===== src/hdl/quoted_word_splitter_top_macros.svh =====
// ----------------------------------------------------------------------------
// Assertion macros for the quoted word splitter
// Shorthand for clocked assertions on clk, disabled while rst_n is low.
// ----------------------------------------------------------------------------
`ifndef QUOTED_WORD_SPLITTER_TOP_MACROS_SVH
`define QUOTED_WORD_SPLITTER_TOP_MACROS_SVH

// The expression must never be true.
`define QWS_NEVER(label, expr) \
    label: assert property (@(posedge clk) disable iff (!rst_n) !(expr)) \
        else $error("quoted word splitter: forbidden condition seen");

// When the antecedent holds, the consequent holds in the same cycle.
`define QWS_IMPLIES(label, ante, cons) \
    label: assert property (@(posedge clk) disable iff (!rst_n) (ante) |-> (cons)) \
        else $error("quoted word splitter: same-cycle implication failed");

// When the antecedent holds, the consequent holds in the next cycle.
`define QWS_NEXT(label, ante, cons) \
    label: assert property (@(posedge clk) disable iff (!rst_n) (ante) |=> (cons)) \
        else $error("quoted word splitter: next-cycle implication failed");

`endif


===== src/hdl/qws_pkg.sv =====
// ----------------------------------------------------------------------------
// Quoted word splitter package
// Widths, character codes, byte classes, scan modes and shared types.
// ----------------------------------------------------------------------------
package qws_pkg;

    localparam int unsigned MAX_WORDS_DEF  = 1024;
    localparam int unsigned MAX_OFFSET_DEF = 65536;
    localparam int unsigned CAP_RESET      = 64;
    localparam int unsigned QUEUE_DEPTH    = 4;

    localparam int unsigned CH_W     = 8;
    localparam int unsigned CAP_W    = 11;
    localparam int unsigned POS_W    = 16;
    localparam int unsigned NUM_W    = 10;
    localparam int unsigned TOTAL_W  = 11;
    localparam int unsigned STATUS_W = 2;

    localparam logic [CH_W-1:0] CHAR_NUL    = 8'h00;
    localparam logic [CH_W-1:0] CHAR_TAB    = 8'h09;
    localparam logic [CH_W-1:0] CHAR_LF     = 8'h0A;
    localparam logic [CH_W-1:0] CHAR_CR     = 8'h0D;
    localparam logic [CH_W-1:0] CHAR_SPACE  = 8'h20;
    localparam logic [CH_W-1:0] CHAR_QUOTE  = 8'h22;
    localparam logic [CH_W-1:0] CHAR_BSLASH = 8'h5C;

    typedef enum logic [2:0] {
        CLS_END,
        CLS_SEP,
        CLS_QUOTE,
        CLS_BSLASH,
        CLS_OTHER
    } byte_class_t;

    typedef enum logic [2:0] {
        MODE_BETWEEN,
        MODE_PLAIN,
        MODE_QUOTED,
        MODE_SWALLOW,
        MODE_IGNORE
    } scan_mode_t;

    typedef enum logic [STATUS_W-1:0] {
        STATUS_OK,
        STATUS_OPEN_QUOTE,
        STATUS_TOO_MANY
    } split_status_t;

    typedef struct packed {
        logic full;
        logic empty;
    } queue_stat_t;

    function automatic byte_class_t classify_byte(input logic [CH_W-1:0] b);
        byte_class_t c;
        if (b == CHAR_NUL)
        begin
            c = CLS_END;
        end
        else if (b == CHAR_SPACE || b == CHAR_TAB || b == CHAR_LF || b == CHAR_CR)
        begin
            c = CLS_SEP;
        end
        else if (b == CHAR_QUOTE)
        begin
            c = CLS_QUOTE;
        end
        else if (b == CHAR_BSLASH)
        begin
            c = CLS_BSLASH;
        end
        else
        begin
            c = CLS_OTHER;
        end
        return c;
    endfunction

endpackage


===== src/hdl/qws_interfaces.sv =====
// ----------------------------------------------------------------------------
// Quoted word splitter channel interfaces
// Byte input, tag output and capacity configuration channels.
// ----------------------------------------------------------------------------
interface qws_byte_if import qws_pkg::*; ();
    logic            valid;
    logic            ready;
    logic [CH_W-1:0] ch;

    modport source (output valid, output ch, input ready);
    modport sink   (input valid, input ch, output ready);
endinterface

interface qws_tag_if import qws_pkg::*; ();
    logic                valid;
    logic                ready;
    logic [POS_W-1:0]    position;
    logic                in_word;
    logic                word_begins;
    logic                word_ends;
    logic [NUM_W-1:0]    word_number;
    logic                finished;
    logic [TOTAL_W-1:0]  word_total;
    logic [STATUS_W-1:0] status;

    modport source (output valid, output position, output in_word, output word_begins,
                    output word_ends, output word_number, output finished,
                    output word_total, output status, input ready);
    modport sink   (input valid, input position, input in_word, input word_begins,
                    input word_ends, input word_number, input finished,
                    input word_total, input status, output ready);
endinterface

interface qws_cfg_if import qws_pkg::*; ();
    logic             valid;
    logic             ready;
    logic [CAP_W-1:0] word_capacity;

    modport source (output valid, output word_capacity, input ready);
    modport sink   (input valid, input word_capacity, output ready);
endinterface


===== src/hdl/qws_classify.sv =====
// ----------------------------------------------------------------------------
// Quoted word splitter front end
// Accepts bytes while the queue has room and reduces each to its class.
// ----------------------------------------------------------------------------
module qws_classify import qws_pkg::*;
(
    qws_byte_if.sink    byte_in,
    input  queue_stat_t q_stat,
    output logic        push,
    output byte_class_t push_class
);

    assign byte_in.ready = !q_stat.full;
    assign push          = byte_in.valid && byte_in.ready;
    assign push_class    = classify_byte(byte_in.ch);

endmodule


===== src/hdl/qws_queue.sv =====
// ----------------------------------------------------------------------------
// Quoted word splitter class queue
// Small FIFO of byte classes between the front end and the scanner.
// ----------------------------------------------------------------------------
module qws_queue import qws_pkg::*;
(
    input  logic        clk,
    input  logic        rst_n,
    input  logic        push,
    input  byte_class_t push_class,
    input  logic        pop,
    output byte_class_t pop_class,
    output queue_stat_t q_stat
);

    localparam int unsigned PTR_W = (QUEUE_DEPTH > 1) ? $clog2(QUEUE_DEPTH) : 1;
    localparam int unsigned CNT_W = $clog2(QUEUE_DEPTH + 1);

    byte_class_t      slot_reg [QUEUE_DEPTH];
    logic [PTR_W-1:0] wr_ptr_reg, wr_ptr_next;
    logic [PTR_W-1:0] rd_ptr_reg, rd_ptr_next;
    logic [CNT_W-1:0] count_reg, count_next;

    always_comb
    begin
        wr_ptr_next = wr_ptr_reg;
        rd_ptr_next = rd_ptr_reg;
        count_next  = count_reg;
        if (push)
        begin
            wr_ptr_next = (wr_ptr_reg == PTR_W'(QUEUE_DEPTH - 1)) ? '0 : wr_ptr_reg + 1'b1;
        end
        if (pop)
        begin
            rd_ptr_next = (rd_ptr_reg == PTR_W'(QUEUE_DEPTH - 1)) ? '0 : rd_ptr_reg + 1'b1;
        end
        if (push && !pop)
        begin
            count_next = count_reg + 1'b1;
        end
        else if (pop && !push)
        begin
            count_next = count_reg - 1'b1;
        end
    end

    always_ff @(posedge clk or negedge rst_n)
    begin
        if (!rst_n)
        begin
            wr_ptr_reg <= '0;
            rd_ptr_reg <= '0;
            count_reg  <= '0;
        end
        else
        begin
            wr_ptr_reg <= wr_ptr_next;
            rd_ptr_reg <= rd_ptr_next;
            count_reg  <= count_next;
        end
    end

    always_ff @(posedge clk)
    begin
        if (push)
        begin
            slot_reg[wr_ptr_reg] <= push_class;
        end
    end

    assign pop_class    = slot_reg[rd_ptr_reg];
    assign q_stat.full  = (count_reg == CNT_W'(QUEUE_DEPTH));
    assign q_stat.empty = (count_reg == '0);

endmodule


===== src/hdl/qws_scan.sv =====
// ----------------------------------------------------------------------------
// Quoted word splitter scanner
// Runs the word scan on queued byte classes and drives the tag output register.
// ----------------------------------------------------------------------------
module qws_scan import qws_pkg::*;
#(
    parameter int unsigned MAX_WORDS  = MAX_WORDS_DEF,
    parameter int unsigned MAX_OFFSET = MAX_OFFSET_DEF
)
(
    input  logic        clk,
    input  logic        rst_n,
    qws_cfg_if.sink     cfg,
    input  queue_stat_t q_stat,
    input  byte_class_t pop_class,
    output logic        pop,
    qws_tag_if.source   tag_out
);

    localparam int unsigned WCNT_W = $clog2(MAX_WORDS);
    localparam int unsigned OFF_W  = $clog2(MAX_OFFSET);
    localparam int unsigned LIMIT_RESET =
        ((CAP_RESET > MAX_WORDS) ? MAX_WORDS : CAP_RESET) - 1;

    // Capacity register, kept as the word limit it implies.
    logic [WCNT_W-1:0] limit_reg;
    logic [31:0]       cap_clamp;
    logic [WCNT_W-1:0] limit_new;

    always_comb
    begin
        cap_clamp = {{(32 - CAP_W){1'b0}}, cfg.word_capacity};
        if (cap_clamp == 32'd0)
        begin
            cap_clamp = 32'd1;
        end
        if (cap_clamp > 32'(MAX_WORDS))
        begin
            cap_clamp = 32'(MAX_WORDS);
        end
        limit_new = WCNT_W'(cap_clamp - 32'd1);
    end

    assign cfg.ready = 1'b1;

    always_ff @(posedge clk or negedge rst_n)
    begin
        if (!rst_n)
        begin
            limit_reg <= WCNT_W'(LIMIT_RESET);
        end
        else if (cfg.valid && cfg.ready)
        begin
            limit_reg <= limit_new;
        end
    end

    // Scan state and the tag of the previous byte.
    scan_mode_t        mode_reg, mode_next;
    logic              bs_reg, bs_next;
    logic [OFF_W-1:0]  offset_reg;
    logic [WCNT_W-1:0] found_reg, found_next;
    logic              start_reg;
    logic              held_valid_reg;
    logic [OFF_W-1:0]  held_pos_reg;
    logic              held_in_reg;
    logic              held_begin_reg;
    logic              held_end_reg;
    logic [WCNT_W-1:0] held_num_reg;

    // Output register.
    logic                out_valid_reg, out_valid_next;
    logic [POS_W-1:0]    out_pos_reg;
    logic                out_in_reg;
    logic                out_begin_reg;
    logic                out_end_reg;
    logic [NUM_W-1:0]    out_num_reg;
    logic                out_fin_reg;
    logic [TOTAL_W-1:0]  out_total_reg;
    split_status_t       out_status_reg;

    logic is_end, is_sep, is_quote, is_bslash;
    logic produce, step;
    logic cur_in, cur_begin, cur_end, held_end_fix;
    logic [WCNT_W-1:0] cur_num;
    split_status_t     end_status;

    logic [OFF_W+POS_W-1:0]    pos_wide;
    logic [WCNT_W+NUM_W-1:0]   num_wide;
    logic [WCNT_W+TOTAL_W-1:0] total_wide;

    assign is_end    = (pop_class == CLS_END);
    assign is_sep    = (pop_class == CLS_SEP);
    assign is_quote  = (pop_class == CLS_QUOTE);
    assign is_bslash = (pop_class == CLS_BSLASH);

    assign produce = is_end || held_valid_reg;
    assign step    = !q_stat.empty && (!produce || !out_valid_reg || tag_out.ready);
    assign pop     = step;

    // Next scan state.
    always_comb
    begin
        mode_next  = mode_reg;
        bs_next    = bs_reg;
        found_next = found_reg;
        if (is_end)
        begin
            mode_next  = MODE_BETWEEN;
            bs_next    = 1'b0;
            found_next = '0;
        end
        else
        begin
            case (mode_reg)
                MODE_BETWEEN:
                begin
                    if (!is_sep)
                    begin
                        if (found_reg >= limit_reg)
                        begin
                            mode_next = MODE_IGNORE;
                        end
                        else
                        begin
                            found_next = found_reg + 1'b1;
                            if (is_quote)
                            begin
                                mode_next = MODE_QUOTED;
                                bs_next   = 1'b0;
                            end
                            else
                            begin
                                mode_next = MODE_PLAIN;
                            end
                        end
                    end
                end
                MODE_PLAIN:
                begin
                    if (is_sep)
                    begin
                        mode_next = MODE_BETWEEN;
                    end
                end
                MODE_QUOTED:
                begin
                    if (is_quote && !bs_reg)
                    begin
                        mode_next = MODE_SWALLOW;
                    end
                    else
                    begin
                        bs_next = is_bslash;
                    end
                end
                MODE_SWALLOW:
                begin
                    mode_next = MODE_BETWEEN;
                end
                default:
                begin
                    mode_next = MODE_IGNORE;
                end
            endcase
        end
    end

    // Tag of the current byte, and the end mark of the previous one.
    always_comb
    begin
        cur_in       = 1'b0;
        cur_begin    = 1'b0;
        cur_end      = 1'b0;
        cur_num      = held_num_reg;
        held_end_fix = held_end_reg;
        if (is_end)
        begin
            if (held_in_reg && (mode_reg == MODE_PLAIN || mode_reg == MODE_QUOTED))
            begin
                held_end_fix = 1'b1;
            end
        end
        else
        begin
            case (mode_reg)
                MODE_BETWEEN:
                begin
                    if (!is_sep && found_reg < limit_reg)
                    begin
                        cur_in    = 1'b1;
                        cur_begin = 1'b1;
                        cur_num   = found_reg;
                    end
                end
                MODE_PLAIN:
                begin
                    if (is_sep)
                    begin
                        held_end_fix = 1'b1;
                    end
                    else
                    begin
                        cur_in = 1'b1;
                    end
                end
                MODE_QUOTED:
                begin
                    cur_in = 1'b1;
                    if (is_quote && !bs_reg)
                    begin
                        cur_end = 1'b1;
                    end
                end
                default:
                begin
                end
            endcase
        end
    end

    // Terminator status.
    always_comb
    begin
        if (mode_reg == MODE_QUOTED)
        begin
            end_status = STATUS_OPEN_QUOTE;
        end
        else if (start_reg)
        begin
            end_status = STATUS_OK;
        end
        else if (found_reg == limit_reg)
        begin
            end_status = STATUS_TOO_MANY;
        end
        else
        begin
            end_status = STATUS_OK;
        end
    end

    assign pos_wide   = (OFF_W + POS_W)'(held_pos_reg);
    assign num_wide   = (WCNT_W + NUM_W)'(held_num_reg);
    assign total_wide = (WCNT_W + TOTAL_W)'(found_reg);

    always_comb
    begin
        out_valid_next = out_valid_reg;
        if (step && produce)
        begin
            out_valid_next = 1'b1;
        end
        else if (tag_out.ready)
        begin
            out_valid_next = 1'b0;
        end
    end

    always_ff @(posedge clk or negedge rst_n)
    begin
        if (!rst_n)
        begin
            mode_reg       <= MODE_BETWEEN;
            bs_reg         <= 1'b0;
            offset_reg     <= '0;
            found_reg      <= '0;
            start_reg      <= 1'b1;
            held_valid_reg <= 1'b0;
            held_pos_reg   <= '0;
            held_in_reg    <= 1'b0;
            held_begin_reg <= 1'b0;
            held_end_reg   <= 1'b0;
            held_num_reg   <= '0;
            out_valid_reg  <= 1'b0;
        end
        else
        begin
            out_valid_reg <= out_valid_next;
            if (step)
            begin
                mode_reg   <= mode_next;
                bs_reg     <= bs_next;
                found_reg  <= found_next;
                if (is_end)
                begin
                    offset_reg     <= '0;
                    start_reg      <= 1'b1;
                    held_valid_reg <= 1'b0;
                    held_pos_reg   <= '0;
                    held_in_reg    <= 1'b0;
                    held_begin_reg <= 1'b0;
                    held_end_reg   <= 1'b0;
                    held_num_reg   <= '0;
                end
                else
                begin
                    if (offset_reg < OFF_W'(MAX_OFFSET - 1))
                    begin
                        offset_reg <= offset_reg + 1'b1;
                    end
                    start_reg      <= 1'b0;
                    held_valid_reg <= 1'b1;
                    held_pos_reg   <= offset_reg;
                    held_in_reg    <= cur_in;
                    held_begin_reg <= cur_begin;
                    held_end_reg   <= cur_end;
                    held_num_reg   <= cur_in ? cur_num : '0;
                end
            end
        end
    end

    always_ff @(posedge clk)
    begin
        if (step && produce)
        begin
            out_pos_reg    <= pos_wide[POS_W-1:0];
            out_in_reg     <= held_in_reg;
            out_begin_reg  <= held_begin_reg;
            out_end_reg    <= held_end_fix;
            out_num_reg    <= num_wide[NUM_W-1:0];
            out_fin_reg    <= is_end;
            out_total_reg  <= is_end ? total_wide[TOTAL_W-1:0] : '0;
            out_status_reg <= is_end ? end_status : STATUS_OK;
        end
    end

    assign tag_out.valid       = out_valid_reg;
    assign tag_out.position    = out_pos_reg;
    assign tag_out.in_word     = out_in_reg;
    assign tag_out.word_begins = out_begin_reg;
    assign tag_out.word_ends   = out_end_reg;
    assign tag_out.word_number = out_num_reg;
    assign tag_out.finished    = out_fin_reg;
    assign tag_out.word_total  = out_total_reg;
    assign tag_out.status      = out_status_reg;

endmodule


===== src/hdl/quoted_word_splitter_top.sv =====
// ----------------------------------------------------------------------------
// Quoted word splitter, top level
// Splits a zero-terminated byte stream into blank-separated and quoted words.
// ----------------------------------------------------------------------------
//
//   Channel  | Direction | Payload                                  | Request
//   ---------+-----------+------------------------------------------+----------------------
//   byte_in  | in        | ch                                       | one string byte
//   tag_out  | out       | position, in_word, word_begins,          | one byte tag, or the
//            |           | word_ends, word_number, finished,        | final tag with count
//            |           | word_total, status                       | and status
//   cfg      | in        | word_capacity                            | new word table size
//
// The scanner retires queued byte requests, so the block sustains one byte per
// clock while tag_out is not stalled; the scan state update sets that figure.
// A byte is tagged one request later, since a plain word's end is only known
// when the following byte arrives; the first byte of a string returns nothing.
// Reset (rst_n low, asynchronous) empties the queue and output register and
// sets the capacity to its default; there is no clearing pass.
// A stalled tag_out holds the output register; bytes keep entering the class
// queue until it fills, and only then does byte_in drop ready.
//
`include "quoted_word_splitter_top_macros.svh"

module quoted_word_splitter_top import qws_pkg::*;
#(
    parameter int unsigned MAX_WORDS  = MAX_WORDS_DEF,
    parameter int unsigned MAX_OFFSET = MAX_OFFSET_DEF
)
(
    input  logic       clk,
    input  logic       rst_n,
    qws_byte_if.sink   byte_in,
    qws_tag_if.source  tag_out,
    qws_cfg_if.sink    cfg
);

    // Front end to queue: a byte request is pushed as its class alone, which
    // is all the scanner needs to track words and quotes.
    logic        push;
    byte_class_t push_class;

    // Queue to scanner.
    logic        pop;
    byte_class_t pop_class;
    queue_stat_t q_stat;

    qws_classify u_classify
    (
        .byte_in    (byte_in),
        .q_stat     (q_stat),
        .push       (push),
        .push_class (push_class)
    );

    // The queue lets the front end keep taking bytes while the scanner waits
    // on a stalled output, and vice versa.
    qws_queue u_queue
    (
        .clk        (clk),
        .rst_n      (rst_n),
        .push       (push),
        .push_class (push_class),
        .pop        (pop),
        .pop_class  (pop_class),
        .q_stat     (q_stat)
    );

    // The scanner owns the capacity register, the word state machine and the
    // output register. It retires a queued byte whenever that byte produces no
    // tag or the output register is free or being drained in the same cycle.
    qws_scan
    #(
        .MAX_WORDS  (MAX_WORDS),
        .MAX_OFFSET (MAX_OFFSET)
    )
    u_scan
    (
        .clk       (clk),
        .rst_n     (rst_n),
        .cfg       (cfg),
        .q_stat    (q_stat),
        .pop_class (pop_class),
        .pop       (pop),
        .tag_out   (tag_out)
    );

    // The queue can never report full and empty together.
    `QWS_NEVER(a_queue_full_and_empty, q_stat.full && q_stat.empty)
    // The front end never pushes into a full queue.
    `QWS_IMPLIES(a_no_push_when_full, push, !q_stat.full)
    // The scanner only retires a class that is actually queued.
    `QWS_IMPLIES(a_no_pop_when_empty, pop, !q_stat.empty)
    // A push with no pop leaves at least one class queued.
    `QWS_NEXT(a_push_fills_queue, push && !pop, !q_stat.empty)

endmodule

===== src/flat_wrapper.sv =====
// flat-port wrapper written by rule: the top's interface ports become plain ports
module quoted_word_splitter_top_flat import qws_pkg::*;
#(
    parameter int unsigned MAX_WORDS  = MAX_WORDS_DEF,
    parameter int unsigned MAX_OFFSET = MAX_OFFSET_DEF
)
  (clk, rst_n, byte_in_valid, byte_in_ch, byte_in_ready, tag_out_valid, tag_out_position, tag_out_in_word, tag_out_word_begins, tag_out_word_ends, tag_out_word_number, tag_out_finished, tag_out_word_total, tag_out_status, tag_out_ready, cfg_valid, cfg_word_capacity, cfg_ready);
  qws_byte_if byte_in_i ();
  qws_tag_if tag_out_i ();
  qws_cfg_if cfg_i ();
  input  logic clk;
  input  logic rst_n;
  input wire logic [$bits(byte_in_i.valid)-1:0] byte_in_valid;
  input wire logic [$bits(byte_in_i.ch)-1:0] byte_in_ch;
  output wire logic [$bits(byte_in_i.ready)-1:0] byte_in_ready;
  output wire logic [$bits(tag_out_i.valid)-1:0] tag_out_valid;
  output wire logic [$bits(tag_out_i.position)-1:0] tag_out_position;
  output wire logic [$bits(tag_out_i.in_word)-1:0] tag_out_in_word;
  output wire logic [$bits(tag_out_i.word_begins)-1:0] tag_out_word_begins;
  output wire logic [$bits(tag_out_i.word_ends)-1:0] tag_out_word_ends;
  output wire logic [$bits(tag_out_i.word_number)-1:0] tag_out_word_number;
  output wire logic [$bits(tag_out_i.finished)-1:0] tag_out_finished;
  output wire logic [$bits(tag_out_i.word_total)-1:0] tag_out_word_total;
  output wire logic [$bits(tag_out_i.status)-1:0] tag_out_status;
  input wire logic [$bits(tag_out_i.ready)-1:0] tag_out_ready;
  input wire logic [$bits(cfg_i.valid)-1:0] cfg_valid;
  input wire logic [$bits(cfg_i.word_capacity)-1:0] cfg_word_capacity;
  output wire logic [$bits(cfg_i.ready)-1:0] cfg_ready;
  assign byte_in_i.valid = byte_in_valid;
  assign byte_in_i.ch = byte_in_ch;
  assign byte_in_ready = byte_in_i.ready;
  assign tag_out_valid = tag_out_i.valid;
  assign tag_out_position = tag_out_i.position;
  assign tag_out_in_word = tag_out_i.in_word;
  assign tag_out_word_begins = tag_out_i.word_begins;
  assign tag_out_word_ends = tag_out_i.word_ends;
  assign tag_out_word_number = tag_out_i.word_number;
  assign tag_out_finished = tag_out_i.finished;
  assign tag_out_word_total = tag_out_i.word_total;
  assign tag_out_status = tag_out_i.status;
  assign tag_out_i.ready = tag_out_ready;
  assign cfg_i.valid = cfg_valid;
  assign cfg_i.word_capacity = cfg_word_capacity;
  assign cfg_ready = cfg_i.ready;
  quoted_word_splitter_top #(.MAX_WORDS(MAX_WORDS), .MAX_OFFSET(MAX_OFFSET)) u_core (.clk(clk), .rst_n(rst_n), .byte_in(byte_in_i), .tag_out(tag_out_i), .cfg(cfg_i));
endmodule

===== config.mk =====
export PLATFORM = sky130hd
export DESIGN_NAME = quoted_word_splitter_top_flat
export DESIGN_NICKNAME = d
export VERILOG_FILES = /design/src/hdl/qws_pkg.sv /design/src/hdl/qws_interfaces.sv /design/src/hdl/qws_classify.sv /design/src/hdl/qws_queue.sv /design/src/hdl/qws_scan.sv /design/src/hdl/quoted_word_splitter_top.sv /design/src/flat_wrapper.sv
export VERILOG_INCLUDE_DIRS = /design/src /design/src/hdl
export SDC_FILE = /design/constraint.sdc
export NUM_CORES = 1
export LEC_CHECK = 0
export BUFFER_PORTS_ARGS = -buffer_cell sky130_fd_sc_hd__buf_4
export CAP_MARGIN = 10
export CORE_MARGIN = 2
export CORE_UTILIZATION = 45
export CTS_BUF_LIST = sky130_fd_sc_hd__clkbuf_4 sky130_fd_sc_hd__clkbuf_8
export CTS_CLUSTER_SIZE = 20
export DETAILED_ROUTE_END_ITERATION = 10
export MAX_ROUTING_LAYER = met4
export PLACE_DENSITY_LB_ADDON = 0.15
export SYNTH_ARGS = -nofsm -noshare
export SYNTH_HDL_FRONTEND = slang
export SYNTH_SLANG_ARGS = --single-unit

===== constraint.sdc =====
create_clock -name clk -period 3.68 [get_ports clk]
set_input_delay 0.736 -clock clk [delete_from_list [all_inputs] [get_ports clk]]
set_output_delay 0.736 -clock clk [all_outputs]
set_load 0.005 [all_outputs]

# After elaboration in Yosys (flattened, before gate mapping)
# Memory sizes are Yosys's and may differ from the RTL's.
# Index checks and enable logic that the tools add are counted.
dict set report classes {
  add_sub_neg 7
  n_lt_le_gt_ge 4
  n_eq_ne 26
  n_mux 57
  n_bitwise 1
  reduce_logical 39
}
# op count
set ops {}
lappend ops {{$mux 10} 9}
lappend ops {{$mux 16} 3}
lappend ops {{$mux 3} 11}
lappend ops {{$mux 1} 26}
lappend ops {{$eq 8x4->1 const B} 3}
lappend ops {{$ne 3x3->1 const B} 6}
lappend ops {{$add 16x1->16 const B} 1}
lappend ops {{$eq 8x6->1 const B} 2}
lappend ops {{$lt 16x16->1 const B} 1}
lappend ops {{$eq 3x2->1 const B} 4}
lappend ops {{$pmux 3 s4} 1}
lappend ops {{$gt 11x11->1 const B} 1}
lappend ops {{$logic_not 11->1} 1}
lappend ops {{$mux 11} 1}
lappend ops {{$add 10x1->10 const B} 1}
lappend ops {{$eq 10x10->1} 1}
lappend ops {{$ge 10x10->1} 1}
lappend ops {{$lt 10x10->1} 1}
lappend ops {{$sub 10x1->10 const B} 1}
lappend ops {{$logic_not 3->1} 3}
lappend ops {{$eq 8x7->1 const B} 1}
lappend ops {{$logic_and 1x1->1} 8}
lappend ops {{$logic_not 1->1} 8}
lappend ops {{$logic_not 8->1} 1}
lappend ops {{other kinds (20)} 38}
dict set report totals {
  reg_bits 122
  ram_bits 12
  out_inout_bits 46
  n_memories 1
}
# memory depth width rd rd_clocked_by_memory_dff write_ports line
set mem_list {}
lappend mem_list {u_core.u_queue.slot_reg 4 3 1 0 1 qws_queue.sv:19} ;# byte_class_t slot_reg [QUEUE_DEPTH];

# Depth between registers and ports, before layout
# Gate-level depths: netlist (run 1).
# An unclocked memory read counts as a cell.
dict set report depth {
  depth_word 10
  depth_mapped 14
  mapped_depth_nobuf 11
}

# By module
# Synthesis (run 1) repeated with hierarchy kept, for this count alone.
dict set report unflattened {
  hier_cells 548
  area_unflattened_um2 6221.0
}
# mod instances cells_each area_per_inst_um2 seq_area_each_um2
set modules_own_cells {}
lappend modules_own_cells {qws_scan 1 480 5236.3 3071.7}
lappend modules_own_cells {qws_queue 1 52 852.1 535.5}
lappend modules_own_cells {qws_classify 1 16 132.6 0.0}

# Worst setup path after synthesis (run 1)
# OpenSTA, ideal clock, no wires.
dict set report synth_timing {
  path_type {register to register}
  from {register u_core.u_queue.rd_ptr_reg[0]}
  to {register u_core.u_scan.out_fin_reg, in the netlist u_core.u_scan.tag_out.finished, enable pin}
  setup_ns 0.443
  t_arrival_ns 3.509
  setup_slack_ns -0.272
  stages_incl_launch_ff 7
  n_path_buf 1
  period_less_slack_ns 3.952
  path_cell_list {dfrtp_1 -> mux4_2 -> or3_1 -> buf_6 -> inv_6 -> nor2_1 -> nor2_1}
}
dict set report synth_via {
  elab_chain_cells 8
}
# item line
set synth_rtl {}
lappend synth_rtl {{start, declared} qws_queue.sv:21} ;# logic [PTR_W-1:0] rd_ptr_reg, rd_ptr_next;
lappend synth_rtl {{start signal, assigned} qws_queue.sv:58} ;# rd_ptr_reg <= rd_ptr_next;
lappend synth_rtl {{$mem_v2 4x3 (*)} --}
lappend synth_rtl {{$logic_not 3->1 (*)} qws_scan.sv:92} ;# assign is_end = (pop_class == CLS_END);
lappend synth_rtl {{$logic_or 1x1->1 (*)} qws_scan.sv:97} ;# assign produce = is_end || held_valid_reg;
lappend synth_rtl {{$logic_not 1->1} qws_scan.sv:98} ;# assign step = !q_stat.empty && (!produce || !out_valid_reg || tag_out.ready);
lappend synth_rtl {{$logic_or 1x1->1 (2 in a row)} qws_scan.sv:98}
lappend synth_rtl {{$logic_and 1x1->1} qws_scan.sv:98}
lappend synth_rtl {{$logic_and 1x1->1 (*)} qws_scan.sv:316} ;# if (step && produce)
lappend synth_rtl {{end signal, assigned} qws_scan.sv:323} ;# out_fin_reg <= is_end;
lappend synth_rtl {{end, declared} qws_scan.sv:78} ;# logic out_fin_reg;
# Mark *: on every way between the ends. The rest lies on a longest branch, timed or not.
# A chain may end at the register's enable or synchronous reset.

# Final worst setup path (run 1)
dict set report layout_timing {
  from {register u_core.u_queue.rd_ptr_reg[0]}
  to {register u_core.u_scan.out_total_reg[2], in the netlist u_core.u_scan.tag_out.word_total[2], enable pin}
}
dict set report layout_via {
  elab_chain_cells 8
}
# item line
set layout_rtl {}
lappend layout_rtl {{$mem_v2 4x3 (*)} --}
lappend layout_rtl {{$logic_not 3->1 (*)} qws_scan.sv:92}
lappend layout_rtl {{$logic_or 1x1->1 (*)} qws_scan.sv:97}
lappend layout_rtl {{$logic_not 1->1} qws_scan.sv:98}
lappend layout_rtl {{$logic_or 1x1->1 (2 in a row)} qws_scan.sv:98}
lappend layout_rtl {{$logic_and 1x1->1} qws_scan.sv:98}
lappend layout_rtl {{$logic_and 1x1->1 (*)} qws_scan.sv:316}
lappend layout_rtl {{end signal, assigned} qws_scan.sv:324} ;# out_total_reg <= is_end ? total_wide[TOTAL_W-1:0] : '0;
lappend layout_rtl {{end, declared} qws_scan.sv:79} ;# logic [TOTAL_W-1:0] out_total_reg;
# Marks and branches as above.

==> out/metrics.cfg, run 1 <==
[sta]
setup_violations=0
slew_headroom_pct=33.1
finalCriticalPeriod_ns=3.44
finalClockSkew_ns=0.0107
fin_setup_tns_ns=0
min_period_over_period_pct=93.6
worst_pin_slew_ns=1.00
hold_viol=0
hold_ws_ns=0.433
rsz0062_at_grt=no
report.final.slew_viol_count=0
fmax_mhz=290

[run]
maxCapViolCount=0

[yosys]
synth_top_area_share_pct=29.4
async_flop_share_pct=59.4
ys_seq_area_share_pct=59.0
synth_area_leaders=dfrtp_1, edfxtp_1, ha_1
syn_nets=592
avgSynthCellArea_um2=11.2
synth_cell_type_count=59
ys_ff_latch=133
synth.largest_area_cell=dfrtp_1
synth_cells=548
ys_warn_count=0
ys.flop_type=dfrtp_1
netlist_area_um2=6120
synth_edf_count=54

[final_layout]
layout_common_cells=buf_4, dfrtp_1, nand2_1
n_antenna_cell=0
area_growth_pct=18.3
nNetsFinal=663
drive_above_1_share_pct=20.4
instances_no_fill=808
final_common_cell=buf_4

[critical_path]
cp-startpoint=u_core.u_queue.rd_ptr_reg[0]
crit_top_cell=buf_4
cp-end-kind=flip-flop
r2r_slack_ns=0.24
start_kind=flip-flop
max_stage_delay_ns=0.73
critPathKind=flip-flop to flip-flop
r2r-start=u_core.u_queue.rd_ptr_reg[0]
crit_slowest_cell=a21oi_4
critPathMaxFanout=36
crit_chain=mux4_2, or3_1, inv_6, a21oi_4, inv_2, buf_4, nor2_4, buf_4
arrival_ns=3.60
crit_end=u_core.u_scan.tag_out.word_total[2]
cp.required_ns=3.84
ff2ff_path_depth=8
r2r-end=u_core.u_scan.tag_out.word_total[2]

[die]
io_pins=70
die_w_um=121
initial_core_util_pct=46.2
die_h_um=121
coreArea_um2=13200
row_count=42
dieArea_um2=14500

[routing]
final_antenna_net_count=0
viasPerCell=5.40
drc=0
route.final.wire_length_um=12100
routed-via-count=4367
detail_route.wl_per_cell_um=15.0
drt_iter0_markers=282
drt_pre_antenna_iters=5

[global_routing]
grt_pass1_vias=4092
grt_usage_pct=18.3
grt_pass1_wl_um=20200
grt_overflow_total=0
grt_max_degree=80
antenna_found_initial=0

[clock_network]
cts_tree=yes
cts_buffers=17
cts-root-buf=clkbuf_8
clk_pin_slew_ns=0.08
clkLatencyLatePin_ns=0.45
cts_setup_buffers=0
post_cts_resize_count=0
clk_path_buf_depth=2
clock-sinks=133
htree_levels=4
cts_hold_buf=0

[power]
ir_drop_v=0.000304
leakage_nw=3.19
fin_total_pwr_mw=5.60
pwr_density_cell_nw_per_um2=773

[min_path]
hold_path_class=input port to asynchronous set/reset pin

[place]
port_buffers=67
dpl.hpwl_um=8150
gp_congestion=0.872
dp.cells=776

[run_status]
outcome=complete, no violations

-- synthesized netlist by cell type (all sizes together), types with 10 or more instances --
cell type  instances
edfxtp            54
o21ai             31
and3              14
a21oi             27
inv               21
nand2             61
a22o              10
nor2              41
buf               13
or3               11
and2              12
dfrtp             72
nor3              13
ha                19
clkbuf            10
nand3             28
xor2              13
nand4             20
-- stage by stage --
step / util [%] / setup slack (ns) / instance area, µm²
5_1_grt: 54.7 / 0.0417 / 7240
3_5_place_dp: 51.3 / 0.237 / 6800
6_report: 54.7 / 0.237 / 7240
2_1_floorplan: - / 0.443 / 6120
4_1_cts: 54.7 / 0.231 / 7240
3_3_place_gp: 51.3 / 0.351 / 6800
-- critical path: cells and delay by family, from the launching register on --
kind                   cells  cell delay [ns]
AOI/OAI and AO/OA          1             0.73
buffers and inverters      4             0.74
DFF                        1             0.48
muxes                      1             0.45
and+or+nand+nor            2             0.75
-- worst min path at each step --
stage / startpoint / end / slack, ns / cells after the start
CTS: u_core.u_scan.held_pos_reg[7] / u_core.u_scan.tag_out.position[7] / 0.45 / 0
floorplan: u_core.u_scan.held_pos_reg[0] / u_core.u_scan.tag_out.position[0] / 0.42 / 0
global route: u_core.u_scan.held_pos_reg[5] / u_core.u_scan.tag_out.position[5] / 0.46 / 0
finish: rst_n / u_core.u_scan.mode_reg[0] / 0.43 / 1
global placement: u_core.u_scan.held_pos_reg[12] / u_core.u_scan.tag_out.position[12] / 0.43 / 0
detailed placement: u_core.u_scan.held_num_reg[3] / u_core.u_scan.tag_out.word_number[3] / 0.43 / 0
-- cell type report --
cell class	instances	area (µm²)
Inverter	21	83.8
Fill cell	1160	6000
Tap cell	176	220
Multi-Input combinational cell	371	2310
Sequential cell	133	3610
Clock inverter	12	179
Clock buffer	20	263
Timing Repair Buffer	75	576
-- cells by family (layout without fill, tap and decap cells) --
| kind of cell | count (synthesis) | count (layout) | share of synthesized area (%) |
|---|---|---|---|
| other cells | 2 | 2 | 0.123 |
| xor+xnor | 16 | 16 | 2.29 |
| buf+inv | 44 | 128 | 3.37 |
| flops | 133 | 133 | 59.0 |
| fa+ha+maj | 20 | 20 | 4.21 |
| mux | 10 | 10 | 2.33 |
| simple gates | 223 | 223 | 17.9 |
| compound gates | 100 | 100 | 10.8 |
-- metal layers --
layer	wire length, µm	up-vias	global-route usage [%]	part of all wire [%]
met5	0	-	-	0
met4	187	0	6.25	1.5
li1	-	2139	-	-
met3	535	14	5.19	4.4
met1	5670	2094	24.3	47
met2	5700	120	27.0	47
-- where the power goes --
group | switching (mW) | leakage (nW) | internal (mW)
logic | 1.10 | 1.41 | 0.802
clock network | 0.564 | 0.216 | 0.771
registers | 0.279 | 1.57 | 2.08
total | 1.94 | 3.19 | 3.66
Power figures use the tool's default switching activity.
==> run 2: changes to the inputs <==
--- a/config.mk
+++ b/config.mk
@@ -10,5 +10,5 @@
 export CAP_MARGIN = 10
 export CORE_MARGIN = 2
-export CORE_UTILIZATION = 45
+export CORE_UTILIZATION = 50
 export CTS_BUF_LIST = sky130_fd_sc_hd__clkbuf_4 sky130_fd_sc_hd__clkbuf_8
 export CTS_CLUSTER_SIZE = 20
==> constraint.sdc (replaced) <==
create_clock -name clk -period 3.68 [get_ports clk]
set_input_delay 0.184 -clock clk [delete_from_list [all_inputs] [get_ports clk]]
set_output_delay 0.184 -clock clk [all_outputs]
set_load 0.005 [all_outputs]
==> run 2 against run 1 <==
  * Cell count down 3.5%
  * Routed wire length down 1.2%
  * Register-to-register slack better by 0.39 ns
  * Largest cell class unchanged
==> out/metrics.cfg, run 2 (synthesis gave the netlist of run 1 again) <==
[die]
coreArea_um2=12000  ; was 13200 µm²
initial_core_util_pct=51.2  ; was 46.2%
row_count=40  ; was 42
dieArea_um2=13100  ; was 14500 µm²
die_h_um=115  ; was 121 µm
die_w_um=115  ; was 121 µm
io_pins=70  ; unchanged

[global_routing]
grt_pass1_vias=4109  ; was 4092
grt_max_degree=80  ; unchanged
grt_pass1_wl_um=20100  ; was 20200 µm
grt_usage_pct=20.3  ; was 18.3%
grt_overflow_total=0  ; unchanged
antenna_found_initial=0  ; unchanged

[power]
pwr_density_cell_nw_per_um2=759  ; was 773 nW/µm²
power_frac_seq_pct=43.4  ; was 42.2%
leakage_nw=3.18  ; was 3.19 nW
p_sw_share_pct=35.7  ; was 34.6%
p_int_mw=3.49  ; was 3.66 mW
ir_drop_v=0.000328  ; was 0.000304 V
p_clk_share_pct=21.8  ; was 23.8%
power_frac_comb_pct=34.8  ; was 33.9%
p_sw_mw=1.94  ; about the same

[clock_network]
cts_tree=yes  ; unchanged
clock-sinks=133  ; unchanged
cts-root-buf=clkbuf_8  ; unchanged
htree_levels=4  ; unchanged
clkLatencyLatePin_ns=0.45  ; about the same
clk_path_buf_depth=2  ; unchanged
cts_buffers=17  ; unchanged
cts_setup_buffers=0  ; unchanged
clk_pin_slew_ns=0.08  ; about the same

[place]
port_buffers=67  ; unchanged
place_area_um2=6750  ; was 6800 µm²
dpl.hpwl_um=7900  ; was 8150 µm
dp_slack_ns=0.453  ; was 0.237 ns
gp_congestion=0.861  ; was 0.872

[sta]
min_period_over_period_pct=82.9  ; was 93.6%
slew_headroom_pct=32.6  ; was 33.1%
finalClockSkew_ns=0.00850  ; was 0.0107 ns
fin_setup_tns_ns=0  ; unchanged
finalCriticalPeriod_ns=3.05  ; was 3.44 ns
rsz0062_at_grt=no  ; unchanged
worst_pin_slew_ns=1.01  ; was 1.00 ns
hold_viol=0  ; unchanged
worst_slack_ns=0.630  ; was 0.237 ns
hold_ws_ns=0.0385  ; was 0.433 ns
report.final.slew_viol_count=0  ; unchanged
fmax_mhz=328  ; was 290 MHz
setup_violations=0  ; unchanged

[final_layout]
nNetsFinal=664  ; was 663
layout_common_cells=buf_4, dfrtp_1, nand2_1  ; unchanged
post-route-util_pct=59.8  ; was 54.7%
fillerInstances=986  ; was 1160
multi_input_area_um2=2310  ; unchanged
drive_above_1_share_pct=19.7  ; was 20.4%
n_antenna_cell=0  ; unchanged
area_growth_pct=17.0  ; was 18.3%
fin_area_um2=7160  ; was 7240 µm²
regArea_um2=3610  ; unchanged

[routing]
routed-via-count=4306  ; was 4367
final_antenna_net_count=0  ; unchanged
drt_iter0_markers=263  ; was 282
drt_pre_antenna_iters=6  ; was 5
drc=0  ; unchanged
viasPerCell=5.52  ; was 5.40
route.final.wire_length_um=12000  ; was 12100 µm
detail_route.wl_per_cell_um=15.3  ; was 15.0 µm

[critical_path]
arrival_ns=3.42  ; was 3.60 ns
r2r_slack_ns=0.63  ; was 0.24 ns
cp.required_ns=4.05  ; was 3.84 ns
start_kind=flip-flop  ; unchanged
critPathMaxFanout=18  ; was 36
cp-end-kind=flip-flop  ; unchanged
critPathKind=flip-flop to flip-flop  ; unchanged

[min_path]
hold_path_class=input port to flip-flop  ; was input port to asynchronous set/reset pin

[run_status]
outcome=complete, no violations  ; unchanged

[run]
maxCapViolCount=0  ; unchanged

[run 2: cell count changes in the layout (fill, tap and decap cells not counted), sizes merged]
cell / previous run / this run
clkinv: 5 / 9
buf: 75 / 73
bufinv: 4 / 2
clkinvlp: 3 / 1
dlygate4sd3: 0 / 2
inv: 21 / 23
clkbuf: 20 / 19
[run 2: final cells by class]
type | count | share of cell area, %
flip-flops and latches | 133 | 50.4
multi-input cells | 371 | 32.3
repair buffers | 76 | 8.22
well taps | 147 | 2.57
clock inverters | 14 | 1.87
inverters | 21 | 1.17
clock buffers | 18 | 3.46
[run 2: path summary, 6_finish.rpt]
| kind | start | cells past startpoint | end |
|---|---|---|---|
| setup / recovery | u_core.u_queue.rd_ptr_reg[0] | 11 | u_core.u_queue.count_reg[2] |
| hold / removal | cfg_word_capacity[5] | 3 | u_core.u_scan.limit_reg[5] |
| setup reg to reg | u_core.u_queue.rd_ptr_reg[0] | 11 | u_core.u_queue.count_reg[2] |
| hold reg to reg | u_core.u_scan.held_pos_reg[15] | 0 | u_core.u_scan.tag_out.position[15] |
| max in group asynchronous | rst_n | 2 | u_core.u_scan.held_num_reg[8] |
| min in group asynchronous | rst_n | 2 | u_core.u_scan.limit_reg[6] |
[run 2: power by group through the flow]
stage	sequential [mW]	combinational (mW)	clock (mW)
finish	2.36	1.89	1.18
global route	2.41	2.12	1.27
CTS	2.36	1.92	1.21
detailed placement	2.39	1.91	0
global placement	2.36	1.85	0
floorplan	2.35	1.18	0
[run 2: routing by layer]
metal,routed length (µm),up-vias,GRT usage (%)
met1,5620,2043,27.1
li1,-,2135,-
met4,152,0,8.54
met2,5560,116,29.8
met5,0,-,-
met3,621,12,5.03
[run 2: repair_timing]
action,4_1_cts,5_1_grt
hold buffers,2,0
gates resized for setup,0,0
endpoints found under the hold margin,73,0
[run 2: metrics by stage]
stage          instances  power (mW)
6_report             780        5.43
3_5_place_dp         745        4.30
5_1_grt              780        5.80
2_1_floorplan        548        3.52
3_3_place_gp         745        4.21
4_1_cts              779        5.49
[run 2: critical path, stage by stage, from the launching register on]
cell     delay, ns
dfrtp_1       0.49
mux4_2        0.61
or3_1         0.48
inv_6         0.19
a21oi_4       0.08
inv_2         0.07
ha_1          0.18
inv_1         0.06
fa_1          0.37
xor2_1        0.15
nor2_1        0.13
xor2_1        0.16
